**src/hw/rtl/scba_pkg.sv**
```systemverilog
// shared constants, codes, class tables and interface structs of the block allocator
package scba_pkg;

    localparam int NUM_CLASSES = 6;
    localparam int MAX_BLOCKS  = 16;
    localparam int ADDR_BITS   = 14;

    localparam int CLASS_SLOTS = 8;

    localparam int CLS_W = (NUM_CLASSES > 1) ? $clog2(NUM_CLASSES) : 1;
    localparam int IDX_W = (MAX_BLOCKS > 1) ? $clog2(MAX_BLOCKS) : 1;
    localparam int CNT_W = $clog2(MAX_BLOCKS + 1);

    // fixed field widths
    localparam int CMD_W    = 2;
    localparam int SIZE_W   = 16;
    localparam int QCLS_W   = 3;
    localparam int STATUS_W = 3;
    localparam int BYTES_W  = 11;
    localparam int CAP_W    = 5;
    localparam int CTR_W    = 32;
    localparam int TOTAL_W  = 14;

    localparam int SIZE_TABLE [CLASS_SLOTS]  = '{32, 64, 128, 256, 512, 1024, 0, 0};
    localparam int COUNT_TABLE [CLASS_SLOTS] = '{16, 16, 16, 12, 8, 4, 0, 0};

    typedef enum logic [CMD_W-1:0] {
        CMD_ALLOC = 2'd0,
        CMD_FREE  = 2'd1,
        CMD_QUERY = 2'd2
    } command_t;

    typedef enum logic [STATUS_W-1:0] {
        ST_OK           = 3'd0,
        ST_EMPTY        = 3'd1,
        ST_TOO_LARGE    = 3'd2,
        ST_FREE_IGNORED = 3'd3,
        ST_BAD_CLASS    = 3'd4
    } status_t;

    // blocks in class c, clipped to the stack depth
    function automatic int class_count(int c);
        int n;
        n = (c < NUM_CLASSES && c < CLASS_SLOTS) ? COUNT_TABLE[c] : 0;
        if (n > MAX_BLOCKS)
        begin
            n = MAX_BLOCKS;
        end
        return n;
    endfunction

    // classes sit back to back from offset zero
    function automatic int class_base(int c);
        int b;
        b = 0;
        for (int k = 0; k < c; k++)
        begin
            b = b + class_count(k) * SIZE_TABLE[k];
        end
        return b;
    endfunction

    function automatic int class_shift(int c);
        return $clog2(SIZE_TABLE[c]);
    endfunction

    typedef struct packed {
        logic             alloc;
        logic             free;
        logic             hit;
        logic [CLS_W-1:0] cls;
        logic [IDX_W-1:0] free_idx;
    } dec_t;

    typedef struct packed {
        logic             push;
        logic             pop;
        logic [CLS_W-1:0] cls;
        logic [IDX_W-1:0] idx;
    } stack_op_t;

    typedef struct packed {
        logic             alloc_ok;
        logic             free_ok;
        logic             fail;
        logic [CLS_W-1:0] cls;
    } stat_op_t;

    typedef struct packed {
        logic [CNT_W-1:0]   used;
        logic [CNT_W-1:0]   peak;
        logic [CTR_W-1:0]   allocs;
        logic [CTR_W-1:0]   frees;
        logic [CTR_W-1:0]   fails;
        logic [TOTAL_W-1:0] bytes_now;
        logic [TOTAL_W-1:0] bytes_high;
    } stat_view_t;

endpackage

```
**src/hw/rtl/size_class_block_allocator.sv**
```systemverilog
// top level of the size-class block allocator: input register, update logic, result register
//
//   channel | direction | handshake            | payload
//   --------+-----------+----------------------+-------------------------------------------
//   in      | in        | in_valid / in_ready   | command, request_size, block_address,
//           |           |                      | class_index
//   out     | out       | out_valid / out_ready | status, granted_address, class fields,
//           |           |                      | fail_total, bytes_in_use, bytes_high_mark
//
// one item per cycle while out_ready does not hold the result register: an item waits in
// the input register, is decoded there, updates the free stacks and counters, and its
// result is registered; out_valid rises when the result register takes it.
// reset fills every free stack (highest block on top) and clears all counters at once.
// when the result register is held by out_ready low, the input register holds its item
// and in_ready drops only if both are occupied.
module size_class_block_allocator (
    input  logic                            clk,
    input  logic                            rst_n,
    input  logic                            in_valid,
    output logic                            in_ready,
    input  logic [scba_pkg::CMD_W-1:0]      command,
    input  logic [scba_pkg::SIZE_W-1:0]     request_size,
    input  logic [scba_pkg::ADDR_BITS-1:0]  block_address,
    input  logic [scba_pkg::QCLS_W-1:0]     class_index,
    output logic                            out_valid,
    input  logic                            out_ready,
    output logic [scba_pkg::STATUS_W-1:0]   status,
    output logic [scba_pkg::ADDR_BITS-1:0]  granted_address,
    output logic [scba_pkg::BYTES_W-1:0]    block_bytes,
    output logic [scba_pkg::CAP_W-1:0]      class_capacity,
    output logic [scba_pkg::CAP_W-1:0]      class_used,
    output logic [scba_pkg::CAP_W-1:0]      class_peak,
    output logic [scba_pkg::CTR_W-1:0]      class_allocs,
    output logic [scba_pkg::CTR_W-1:0]      class_frees,
    output logic [scba_pkg::CTR_W-1:0]      fail_total,
    output logic [scba_pkg::TOTAL_W-1:0]    bytes_in_use,
    output logic [scba_pkg::TOTAL_W-1:0]    bytes_high_mark
);
    import scba_pkg::*;

    logic                 in_vld_reg;
    logic [CMD_W-1:0]     cmd_reg;
    logic [SIZE_W-1:0]    size_reg;
    logic [ADDR_BITS-1:0] addr_reg;
    logic [QCLS_W-1:0]    qcls_reg;

    logic                 out_vld_reg;
    logic [STATUS_W-1:0]  status_reg;
    logic [ADDR_BITS-1:0] granted_reg;
    logic [BYTES_W-1:0]   bytes_reg;
    logic [CAP_W-1:0]     cap_reg;
    logic [CAP_W-1:0]     used_reg;
    logic [CAP_W-1:0]     peak_reg;
    logic [CTR_W-1:0]     allocs_reg;
    logic [CTR_W-1:0]     frees_reg;
    logic [CTR_W-1:0]     fails_reg;
    logic [TOTAL_W-1:0]   bytes_now_reg;
    logic [TOTAL_W-1:0]   bytes_high_reg;

    logic                 advance;
    dec_t                 dec;
    stack_op_t            stack_op;
    stat_op_t             stat_op;
    stat_view_t           view;
    logic [IDX_W-1:0]     top   [NUM_CLASSES];
    logic [CNT_W-1:0]     depth [NUM_CLASSES];

    logic                 empty;
    logic                 full;
    logic [ADDR_BITS-1:0] grant_addr;
    logic [BYTES_W-1:0]   cls_bytes;
    logic [CAP_W-1:0]     cls_cap;
    logic                 alloc_ok;
    logic                 free_ok;
    status_t              status_next;

    assign advance  = in_vld_reg && (!out_vld_reg || out_ready);
    assign in_ready = !in_vld_reg || advance;

    always_ff @(posedge clk or negedge rst_n)
    begin
        if (!rst_n)
        begin
            in_vld_reg <= 1'b0;
        end
        else if (in_ready)
        begin
            in_vld_reg <= in_valid;
        end
    end

    always_ff @(posedge clk)
    begin
        if (in_ready && in_valid)
        begin
            cmd_reg  <= command;
            size_reg <= request_size;
            addr_reg <= block_address;
            qcls_reg <= class_index;
        end
    end

    scba_decode u_decode (
        .command       (cmd_reg),
        .request_size  (size_reg),
        .block_address (addr_reg),
        .class_index   (qcls_reg),
        .dec           (dec)
    );

    // pick the decoded class's stack state and layout constants
    always_comb
    begin
        empty      = 1'b0;
        full       = 1'b0;
        grant_addr = '0;
        cls_bytes  = '0;
        cls_cap    = '0;
        for (int c = 0; c < NUM_CLASSES; c++)
        begin
            if (CLS_W'(c) == dec.cls)
            begin
                empty      = depth[c] == '0;
                full       = depth[c] >= CNT_W'(class_count(c));
                grant_addr = ADDR_BITS'(class_base(c))
                           + (ADDR_BITS'(top[c]) << class_shift(c));
                cls_bytes  = BYTES_W'(SIZE_TABLE[c]);
                cls_cap    = CAP_W'(class_count(c));
            end
        end
    end

    assign alloc_ok = dec.alloc && dec.hit && !empty;
    assign free_ok  = dec.free && dec.hit && !full;

    always_comb
    begin
        stack_op.pop  = advance && alloc_ok;
        stack_op.push = advance && free_ok;
        stack_op.cls  = dec.cls;
        stack_op.idx  = dec.free_idx;

        stat_op.alloc_ok = advance && alloc_ok;
        stat_op.free_ok  = advance && free_ok;
        stat_op.fail     = advance && dec.alloc && !alloc_ok;
        stat_op.cls      = dec.cls;
    end

    scba_stacks u_stacks (
        .clk   (clk),
        .rst_n (rst_n),
        .op    (stack_op),
        .top   (top),
        .depth (depth)
    );

    scba_stats u_stats (
        .clk   (clk),
        .rst_n (rst_n),
        .op    (stat_op),
        .view  (view)
    );

    always_comb
    begin
        priority if (dec.alloc && !dec.hit)
        begin
            status_next = ST_TOO_LARGE;
        end
        else if (dec.alloc && empty)
        begin
            status_next = ST_EMPTY;
        end
        else if (dec.free && !free_ok)
        begin
            status_next = ST_FREE_IGNORED;
        end
        else if (!dec.hit)
        begin
            status_next = ST_BAD_CLASS;
        end
        else
        begin
            status_next = ST_OK;
        end
    end

    always_ff @(posedge clk or negedge rst_n)
    begin
        if (!rst_n)
        begin
            out_vld_reg <= 1'b0;
        end
        else if (advance)
        begin
            out_vld_reg <= 1'b1;
        end
        else if (out_ready)
        begin
            out_vld_reg <= 1'b0;
        end
    end

    always_ff @(posedge clk)
    begin
        if (advance)
        begin
            status_reg     <= status_next;
            granted_reg    <= alloc_ok ? grant_addr : '0;
            bytes_reg      <= dec.hit ? cls_bytes : '0;
            cap_reg        <= dec.hit ? cls_cap : '0;
            used_reg       <= dec.hit ? CAP_W'(view.used) : '0;
            peak_reg       <= dec.hit ? CAP_W'(view.peak) : '0;
            allocs_reg     <= dec.hit ? view.allocs : '0;
            frees_reg      <= dec.hit ? view.frees : '0;
            fails_reg      <= view.fails;
            bytes_now_reg  <= view.bytes_now;
            bytes_high_reg <= view.bytes_high;
        end
    end

    assign out_valid       = out_vld_reg;
    assign status          = status_reg;
    assign granted_address = granted_reg;
    assign block_bytes     = bytes_reg;
    assign class_capacity  = cap_reg;
    assign class_used      = used_reg;
    assign class_peak      = peak_reg;
    assign class_allocs    = allocs_reg;
    assign class_frees     = frees_reg;
    assign fail_total      = fails_reg;
    assign bytes_in_use    = bytes_now_reg;
    assign bytes_high_mark = bytes_high_reg;

`ifndef SYNTHESIS
    a_peak_covers_used: assert property (@(posedge clk) disable iff (!rst_n)
        out_valid |-> (class_peak >= class_used && class_used <= class_capacity))
        else $error("class peak or capacity below class usage");

    a_bytes_high_mark: assert property (@(posedge clk) disable iff (!rst_n)
        out_valid |-> bytes_high_mark >= bytes_in_use)
        else $error("bytes high mark below bytes in use");

    a_grant_only_ok: assert property (@(posedge clk) disable iff (!rst_n)
        (out_valid && status != ST_OK) |-> granted_address == '0)
        else $error("granted address set on a failed item");

    a_stall_blocks_input: assert property (@(posedge clk) disable iff (!rst_n)
        (in_vld_reg && out_valid && !out_ready) |-> !in_ready)
        else $error("input taken while both stages are held");
`endif

endmodule

```
**src/hw/rtl/scba_decode.sv**
```systemverilog
// command decode: size to class, address to class and block index, query class check
module scba_decode (
    input  logic [scba_pkg::CMD_W-1:0]     command,
    input  logic [scba_pkg::SIZE_W-1:0]    request_size,
    input  logic [scba_pkg::ADDR_BITS-1:0] block_address,
    input  logic [scba_pkg::QCLS_W-1:0]    class_index,
    output scba_pkg::dec_t                 dec
);
    import scba_pkg::*;

    logic             a_found;
    logic [CLS_W-1:0] a_cls;
    logic             f_found;
    logic [CLS_W-1:0] f_cls;
    logic [IDX_W-1:0] f_idx;
    logic [31:0]      addr32;
    logic [31:0]      size32;

    always_comb
    begin
        size32  = 32'(request_size);
        addr32  = 32'(block_address);
        a_found = 1'b0;
        a_cls   = '0;
        f_found = 1'b0;
        f_cls   = '0;
        f_idx   = '0;

        // smallest class that fits, no fall-through later
        for (int c = 0; c < NUM_CLASSES; c++)
        begin
            if (!a_found && size32 <= 32'(SIZE_TABLE[c]))
            begin
                a_found = 1'b1;
                a_cls   = CLS_W'(c);
            end
        end

        for (int c = 0; c < NUM_CLASSES; c++)
        begin
            if (!f_found && class_count(c) != 0
                && addr32 >= 32'(class_base(c))
                && addr32 < 32'(class_base(c) + class_count(c) * SIZE_TABLE[c]))
            begin
                f_found = 1'b1;
                f_cls   = CLS_W'(c);
                f_idx   = IDX_W'((addr32 - 32'(class_base(c))) >> class_shift(c));
            end
        end

        dec = '0;
        unique case (command)
            CMD_ALLOC:
            begin
                dec.alloc = 1'b1;
                dec.hit   = a_found;
                dec.cls   = a_cls;
            end
            CMD_FREE:
            begin
                dec.free     = 1'b1;
                dec.hit      = f_found;
                dec.cls      = f_cls;
                dec.free_idx = f_idx;
            end
            CMD_QUERY:
            begin
                dec.hit = 32'(class_index) < 32'(NUM_CLASSES);
                dec.cls = dec.hit ? CLS_W'(class_index) : '0;
            end
            default:
            begin
                dec = '0;
            end
        endcase
    end

endmodule

```
**src/hw/rtl/scba_stacks.sv**
```systemverilog
// per-class lifo free lists as shift stacks, top of each stack at position zero
module scba_stacks (
    input  logic                          clk,
    input  logic                          rst_n,
    input  scba_pkg::stack_op_t           op,
    output logic [scba_pkg::IDX_W-1:0]    top   [scba_pkg::NUM_CLASSES],
    output logic [scba_pkg::CNT_W-1:0]    depth [scba_pkg::NUM_CLASSES]
);
    import scba_pkg::*;

    logic [IDX_W-1:0] stack_reg  [NUM_CLASSES][MAX_BLOCKS];
    logic [IDX_W-1:0] stack_next [NUM_CLASSES][MAX_BLOCKS];
    logic [CNT_W-1:0] depth_reg  [NUM_CLASSES];
    logic [CNT_W-1:0] depth_next [NUM_CLASSES];

    // full stack after reset, highest block on top
    function automatic logic [IDX_W-1:0] stack_init(int c, int k);
        return (k < class_count(c)) ? IDX_W'(class_count(c) - 1 - k) : '0;
    endfunction

    always_comb
    begin
        stack_next = stack_reg;
        depth_next = depth_reg;
        for (int c = 0; c < NUM_CLASSES; c++)
        begin
            if (CLS_W'(c) == op.cls)
            begin
                if (op.pop)
                begin
                    for (int k = 0; k < MAX_BLOCKS - 1; k++)
                    begin
                        stack_next[c][k] = stack_reg[c][k + 1];
                    end
                    depth_next[c] = depth_reg[c] - CNT_W'(1);
                end
                else if (op.push)
                begin
                    stack_next[c][0] = op.idx;
                    for (int k = 1; k < MAX_BLOCKS; k++)
                    begin
                        stack_next[c][k] = stack_reg[c][k - 1];
                    end
                    depth_next[c] = depth_reg[c] + CNT_W'(1);
                end
            end
        end
    end

    always_ff @(posedge clk or negedge rst_n)
    begin
        if (!rst_n)
        begin
            for (int c = 0; c < NUM_CLASSES; c++)
            begin
                depth_reg[c] <= CNT_W'(class_count(c));
                for (int k = 0; k < MAX_BLOCKS; k++)
                begin
                    stack_reg[c][k] <= stack_init(c, k);
                end
            end
        end
        else
        begin
            stack_reg <= stack_next;
            depth_reg <= depth_next;
        end
    end

    always_comb
    begin
        for (int c = 0; c < NUM_CLASSES; c++)
        begin
            top[c]   = stack_reg[c][0];
            depth[c] = depth_reg[c];
        end
    end

endmodule

```
**src/hw/rtl/scba_stats.sv**
```systemverilog
// usage, peak and event counters per class and for the whole pool
module scba_stats (
    input  logic                   clk,
    input  logic                   rst_n,
    input  scba_pkg::stat_op_t     op,
    output scba_pkg::stat_view_t   view
);
    import scba_pkg::*;

    logic [CNT_W-1:0]   used_reg    [NUM_CLASSES];
    logic [CNT_W-1:0]   used_next   [NUM_CLASSES];
    logic [CNT_W-1:0]   peak_reg    [NUM_CLASSES];
    logic [CNT_W-1:0]   peak_next   [NUM_CLASSES];
    logic [CTR_W-1:0]   allocs_reg  [NUM_CLASSES];
    logic [CTR_W-1:0]   allocs_next [NUM_CLASSES];
    logic [CTR_W-1:0]   frees_reg   [NUM_CLASSES];
    logic [CTR_W-1:0]   frees_next  [NUM_CLASSES];
    logic [CTR_W-1:0]   fail_reg;
    logic [CTR_W-1:0]   fail_next;
    logic [TOTAL_W-1:0] bytes_now_reg;
    logic [TOTAL_W-1:0] bytes_now_next;
    logic [TOTAL_W-1:0] bytes_high_reg;
    logic [TOTAL_W-1:0] bytes_high_next;
    logic [TOTAL_W-1:0] blk;

    always_comb
    begin
        used_next       = used_reg;
        peak_next       = peak_reg;
        allocs_next     = allocs_reg;
        frees_next      = frees_reg;
        fail_next       = fail_reg + CTR_W'(op.fail);
        bytes_now_next  = bytes_now_reg;
        bytes_high_next = bytes_high_reg;
        blk             = '0;
        view            = '0;

        for (int c = 0; c < NUM_CLASSES; c++)
        begin
            if (CLS_W'(c) == op.cls)
            begin
                blk = TOTAL_W'(SIZE_TABLE[c]);
                if (op.alloc_ok)
                begin
                    used_next[c]   = used_reg[c] + CNT_W'(1);
                    allocs_next[c] = allocs_reg[c] + CTR_W'(1);
                    if (used_next[c] > peak_reg[c])
                    begin
                        peak_next[c] = used_next[c];
                    end
                    bytes_now_next = bytes_now_reg + blk;
                end
                else if (op.free_ok)
                begin
                    if (used_reg[c] != '0)
                    begin
                        used_next[c] = used_reg[c] - CNT_W'(1);
                    end
                    frees_next[c]  = frees_reg[c] + CTR_W'(1);
                    bytes_now_next = (bytes_now_reg >= blk) ? bytes_now_reg - blk : '0;
                end
                view.used   = used_next[c];
                view.peak   = peak_next[c];
                view.allocs = allocs_next[c];
                view.frees  = frees_next[c];
            end
        end

        if (bytes_now_next > bytes_high_reg)
        begin
            bytes_high_next = bytes_now_next;
        end

        view.fails      = fail_next;
        view.bytes_now  = bytes_now_next;
        view.bytes_high = bytes_high_next;
    end

    always_ff @(posedge clk or negedge rst_n)
    begin
        if (!rst_n)
        begin
            for (int c = 0; c < NUM_CLASSES; c++)
            begin
                used_reg[c]   <= '0;
                peak_reg[c]   <= '0;
                allocs_reg[c] <= '0;
                frees_reg[c]  <= '0;
            end
            fail_reg       <= '0;
            bytes_now_reg  <= '0;
            bytes_high_reg <= '0;
        end
        else
        begin
            used_reg       <= used_next;
            peak_reg       <= peak_next;
            allocs_reg     <= allocs_next;
            frees_reg      <= frees_next;
            fail_reg       <= fail_next;
            bytes_now_reg  <= bytes_now_next;
            bytes_high_reg <= bytes_high_next;
        end
    end

endmodule
```
**config.mk**
```make
export PLATFORM = sky130hd
export DESIGN_NAME = size_class_block_allocator
export DESIGN_NICKNAME = d
export VERILOG_FILES = /design/src/hw/rtl/scba_pkg.sv /design/src/hw/rtl/size_class_block_allocator.sv /design/src/hw/rtl/scba_decode.sv /design/src/hw/rtl/scba_stacks.sv /design/src/hw/rtl/scba_stats.sv
export SDC_FILE = /design/constraint.sdc
export NUM_CORES = 2
export LEC_CHECK = 0
export BUFFER_PORTS_ARGS = -buffer_cell sky130_fd_sc_hd__buf_4
export CORE_ASPECT_RATIO = 1.75
export CORE_UTILIZATION = 55
export CTS_BUF_LIST = sky130_fd_sc_hd__clkbuf_16
export CTS_CLUSTER_SIZE = 8
export DETAILED_ROUTE_END_ITERATION = 7
export GPL_ROUTABILITY_DRIVEN = 0
export PLACE_DENSITY_LB_ADDON = 0.12
export SYNTH_ARGS = -nofsm -noshare
export SYNTH_HDL_FRONTEND = slang
export SYNTH_HIERARCHICAL = 1
export SYNTH_SLANG_ARGS = --single-unit
```
**constraint.sdc**
```tcl
create_clock -name clk -period 11.16 [get_ports clk]
set_clock_uncertainty 0.05 [all_clocks]
set_input_delay 1.674 -clock clk [delete_from_list [all_inputs] [get_ports clk]]
set_output_delay 1.674 -clock clk [all_outputs]
set_load 0.05 [all_outputs]
```
==> results <==
- The run finished with clean final reports.
- The cell at the root of the clock tree is sky130_fd_sc_hd__clkbuf_16.
- The accumulated negative setup slack is 0 ps.
- The number of failing hold endpoints at the final stage is 0.
- The first global-routing pass estimated 276000 um of wire.
- The number of cells traversed by the worst register-to-register path is 21.
- The endpoint identified for the worst register-to-register timing path is bytes_high_mark[12].
- In this run the worst path has a maximum fanout of 47.
- The via count is 50043.
- In this run the power density over the cells is 173 nW/um^2.
- Counting instances, the worst hold path has a depth of 2.
- The filler cell count in the final layout is 9617.
- The largest delay contributor family on the critical path is simple AND/OR/NAND/NOR gates.
- The number of routed nets with antenna violations is 0.
- For this configuration, the core starts out at a cell density of 0.554.
- The utilization after layout is 0.612.
- The worst pin sits at a relative slew slack of 0.198.
- The number of port buffers is 190.
- The critical path is of the reg -> reg type.
- The proportion of layout cells with a drive suffix above 1 is 0.112.
- The number of warnings issued by yosys is 6.
- The critical path endpoint category is a flip-flop.
- Timing would allow up to 111 MHz.
- The leakage power of the design is 28.7 nW.
- The overall routing resource usage is 0.307.
- The average cell area after synthesis is 9.58 um^2.
- The worst hold path begins at u_stacks/stack_reg[276].
- The hold buffer count at CTS is 0.
- 208 I/O pins were placed.
- Setup repair after global routing left no endpoint under its margin.
- The HPWL reported at the end of detailed placement is 118000 um.
- The clock tree from TritonCTS is done.
- The number of H-tree levels is 4.
- The post-detailed-route via-to-cell ratio is 6.21.
- The first-pass iteration count of the detailed router is 6.
- The number of antenna violations at the first check in global routing came to 8.
- From bottom edge to top edge, the die measures 448 um.
- Dividing the final minimum period by the clock period gives 0.806.
- The critical path goes through or4_4 > nor4_1 > nand2b_1 > a211o_2 > buf_4 > nand3_1 > a21o_2 > nor2_4 > buf_4 > nand4bb_1 > nor3_1 > a211o_1 > a22oi_1 > and4b_1 > a21oi_1 > nor2_1 > ha_1 > nand4_1 > nor2_1 > a32o_1 > mux2_2.
- Counting I/O delays and the setup requirement, the final critical path takes 9000 ps.
- The later pin in the worst-skew pair is clocked with a latency of 780 ps.
- The routed design has 177000 um of wire.
- The total congestion overflow after global routing is 0.
- The pin count of the biggest net entering global routing is 243.
- STA classifies the critical path startpoint as a flip-flop.
- The floorplan step defined a die boundary enclosing 115000 um^2.
- The buffering stage count on the worst path with inverters included is 2.
- Across the VDD grid, the largest voltage drop is 0.000166 V.
- The net count of the finished layout is 6621.
- Setup violations remaining at the end of the flow were counted as 0.
- In this design, the stage delay of the slowest critical-path cell is 960 ps.
- The total CTS buffers is 156.
- The violation count after the first detailed-route iteration is 4143.
- The register-to-register setup slack is 2160 ps.
- For the pin with the worst max-slew slack, the measured transition is 1200 ps.
- For hold timing, the worst endpoint is u_stacks/stack_reg[276].
- In the routed design, unresolved DRC markers number 0.
- The area growth from synthesis to layout is 10.4%.
- The class of the worst hold path is reg -> reg.
- The slowest stage of the critical path is the sky130_fd_sc_hd__a32o_1 cell.
- The count of clock tree sinks is 1105.
- The via count of the first global-routing pass is 48777.
- The launch point of the worst reg-to-reg path is size_reg[1].
- Dividing the detail-routed wire length by the instance count gives 22.0 um.
- The row count is 163.
- The x dimension of the die is 257 um.
- The number of pins with negative max-slew slack in the final report is 0.
- Summing every instance area after synthesis gives 62400 um^2.
- The placeable core area is 113000 um^2.
- The data arrival time of the critical path is 9450 ps.
- Data on the critical path is required at its endpoint by 11620 ps.
- The max-capacitance violation count is 0.
- After clock tree synthesis, the clock-pin slew on the worst setup and hold paths is 50 ps.
- Synthesis produced a netlist whose cell count is 6515.
- The number of buffers between clock root and the deepest sink is 3.
- The post-CTS setup-driven buffer insertion count is 0.
- The total of cells resized after clock tree synthesis is 0.
- The flip-flop count of the largest register after layout is 360.
metal layers:
| layer | vias to the layer above | GRT usage | part of all wire |
|---|---|---|---|
| li1 | 23190 | - | - |
| met1 | 24297 | 0.347 | 0.37 |
| met2 | 1875 | 0.514 | 0.49 |
| met3 | 681 | 0.0515 | 0.058 |
| met4 | 0 | 0.245 | 0.087 |
| met5 | - | 0 | 0 |
worst reg2reg max path: stages (launching register included):
cell and delay (ps):
sky130_fd_sc_hd__edfxtp_1 390, sky130_fd_sc_hd__or4_4 590, sky130_fd_sc_hd__nor4_1 300, sky130_fd_sc_hd__nand2b_1 180, sky130_fd_sc_hd__a211o_2 710, sky130_fd_sc_hd__buf_4 670
sky130_fd_sc_hd__nand3_1 200, sky130_fd_sc_hd__a21o_2 290, sky130_fd_sc_hd__nor2_4 530, sky130_fd_sc_hd__buf_4 510, sky130_fd_sc_hd__nand4bb_1 680, sky130_fd_sc_hd__nor3_1 410
sky130_fd_sc_hd__a211o_1 150, sky130_fd_sc_hd__a22oi_1 100, sky130_fd_sc_hd__and4b_1 230, sky130_fd_sc_hd__a21oi_1 530, sky130_fd_sc_hd__nor2_1 180, sky130_fd_sc_hd__ha_1 370
sky130_fd_sc_hd__nand4_1 100, sky130_fd_sc_hd__nor2_1 170, sky130_fd_sc_hd__a32o_1 960, sky130_fd_sc_hd__mux2_2 440
cell type report:
type / count / area, um^2 / share of cell area
Inverter: 121 / 459 / 0.00667
Tap cell: 1485 / 1860 / 0.0270
Clock buffer: 159 / 3980 / 0.0578
Clock inverter: 105 / 532 / 0.00772
Sequential cell: 1105 / 28800 / 0.417
Multi-Input combinational cell: 4809 / 31200 / 0.453
Antenna cell: 6 / 15.0 / 0.000218
Timing Repair Buffer: 266 / 2070 / 0.0300
metrics by stage:
stage	total power [mW]	hold WS, ps	instances	instance area (um^2)	setup WS, ps
floorplan	6.78	389	6526	62500	2090
global placement	7.48	406	7786	64300	2760
detailed placement	7.54	413	7786	64300	2630
CTS	12.0	425	8050	68900	2600
global route	12.4	446	8053	68900	1590
finish	11.9	420	8056	68900	2160
placed cells by master, fill, tap and decap left out, types with 14 or more instances in the layout:
master / n
sky130_fd_sc_hd__a211o_1: 14
sky130_fd_sc_hd__a22oi_1: 307
sky130_fd_sc_hd__mux2_2: 50
sky130_fd_sc_hd__o21ai_1: 18
sky130_fd_sc_hd__a211oi_1: 30
sky130_fd_sc_hd__nand4_1: 157
sky130_fd_sc_hd__nand2_1: 516
sky130_fd_sc_hd__nand3b_1: 73
sky130_fd_sc_hd__inv_1: 209
sky130_fd_sc_hd__dfstp_2: 139
sky130_fd_sc_hd__o211ai_1: 40
sky130_fd_sc_hd__o22ai_1: 157
sky130_fd_sc_hd__a31oi_1: 79
sky130_fd_sc_hd__and3_1: 73
sky130_fd_sc_hd__and4_1: 41
sky130_fd_sc_hd__or4_1: 19
sky130_fd_sc_hd__clkbuf_16: 159
sky130_fd_sc_hd__edfxtp_1: 185
sky130_fd_sc_hd__ha_1: 117
sky130_fd_sc_hd__o21ai_0: 291
sky130_fd_sc_hd__o221ai_1: 16
sky130_fd_sc_hd__nand2b_1: 23
sky130_fd_sc_hd__and2_1: 122
sky130_fd_sc_hd__nor2_1: 578
sky130_fd_sc_hd__a21oi_1: 384
sky130_fd_sc_hd__dfrtp_1: 781
sky130_fd_sc_hd__nor4_1: 45
sky130_fd_sc_hd__buf_4: 260
sky130_fd_sc_hd__a222oi_1: 28
sky130_fd_sc_hd__a221oi_1: 16
sky130_fd_sc_hd__a21o_1: 23
sky130_fd_sc_hd__nor2b_1: 79
sky130_fd_sc_hd__nor3_1: 120
sky130_fd_sc_hd__or2_2: 16
sky130_fd_sc_hd__nand3_1: 211
sky130_fd_sc_hd__mux2i_1: 59
sky130_fd_sc_hd__xnor2_1: 467
sky130_fd_sc_hd__xor2_1: 364
sky130_fd_sc_hd__or3_1: 33
power by group:
| group | total [mW] | switching, mW | leakage [nW] | internal (mW) |
|---|---|---|---|---|
| Clock | 4.36 | 1.81 | 2.53 | 2.55 |
| Combinational | 2.41 | 1.56 | 12.4 | 0.844 |
| Sequential | 5.14 | 0.467 | 13.7 | 4.67 |
worst max path at each step:
stage	start	cells after the start	slack (ps)	end
3_3_place_gp	cmd_reg[0]	25	2760	bytes_high_mark[3]
4_1_cts	size_reg[1]	21	2600	bytes_high_mark[12]
3_5_place_dp	size_reg[1]	21	2630	bytes_high_mark[11]
2_1_floorplan	out_ready	19	2090	bytes_high_mark[12]
6_report	size_reg[1]	21	2160	bytes_high_mark[12]
5_1_grt	size_reg[1]	22	1590	bytes_high_mark[5]
(Power assumes the default switching activity.)
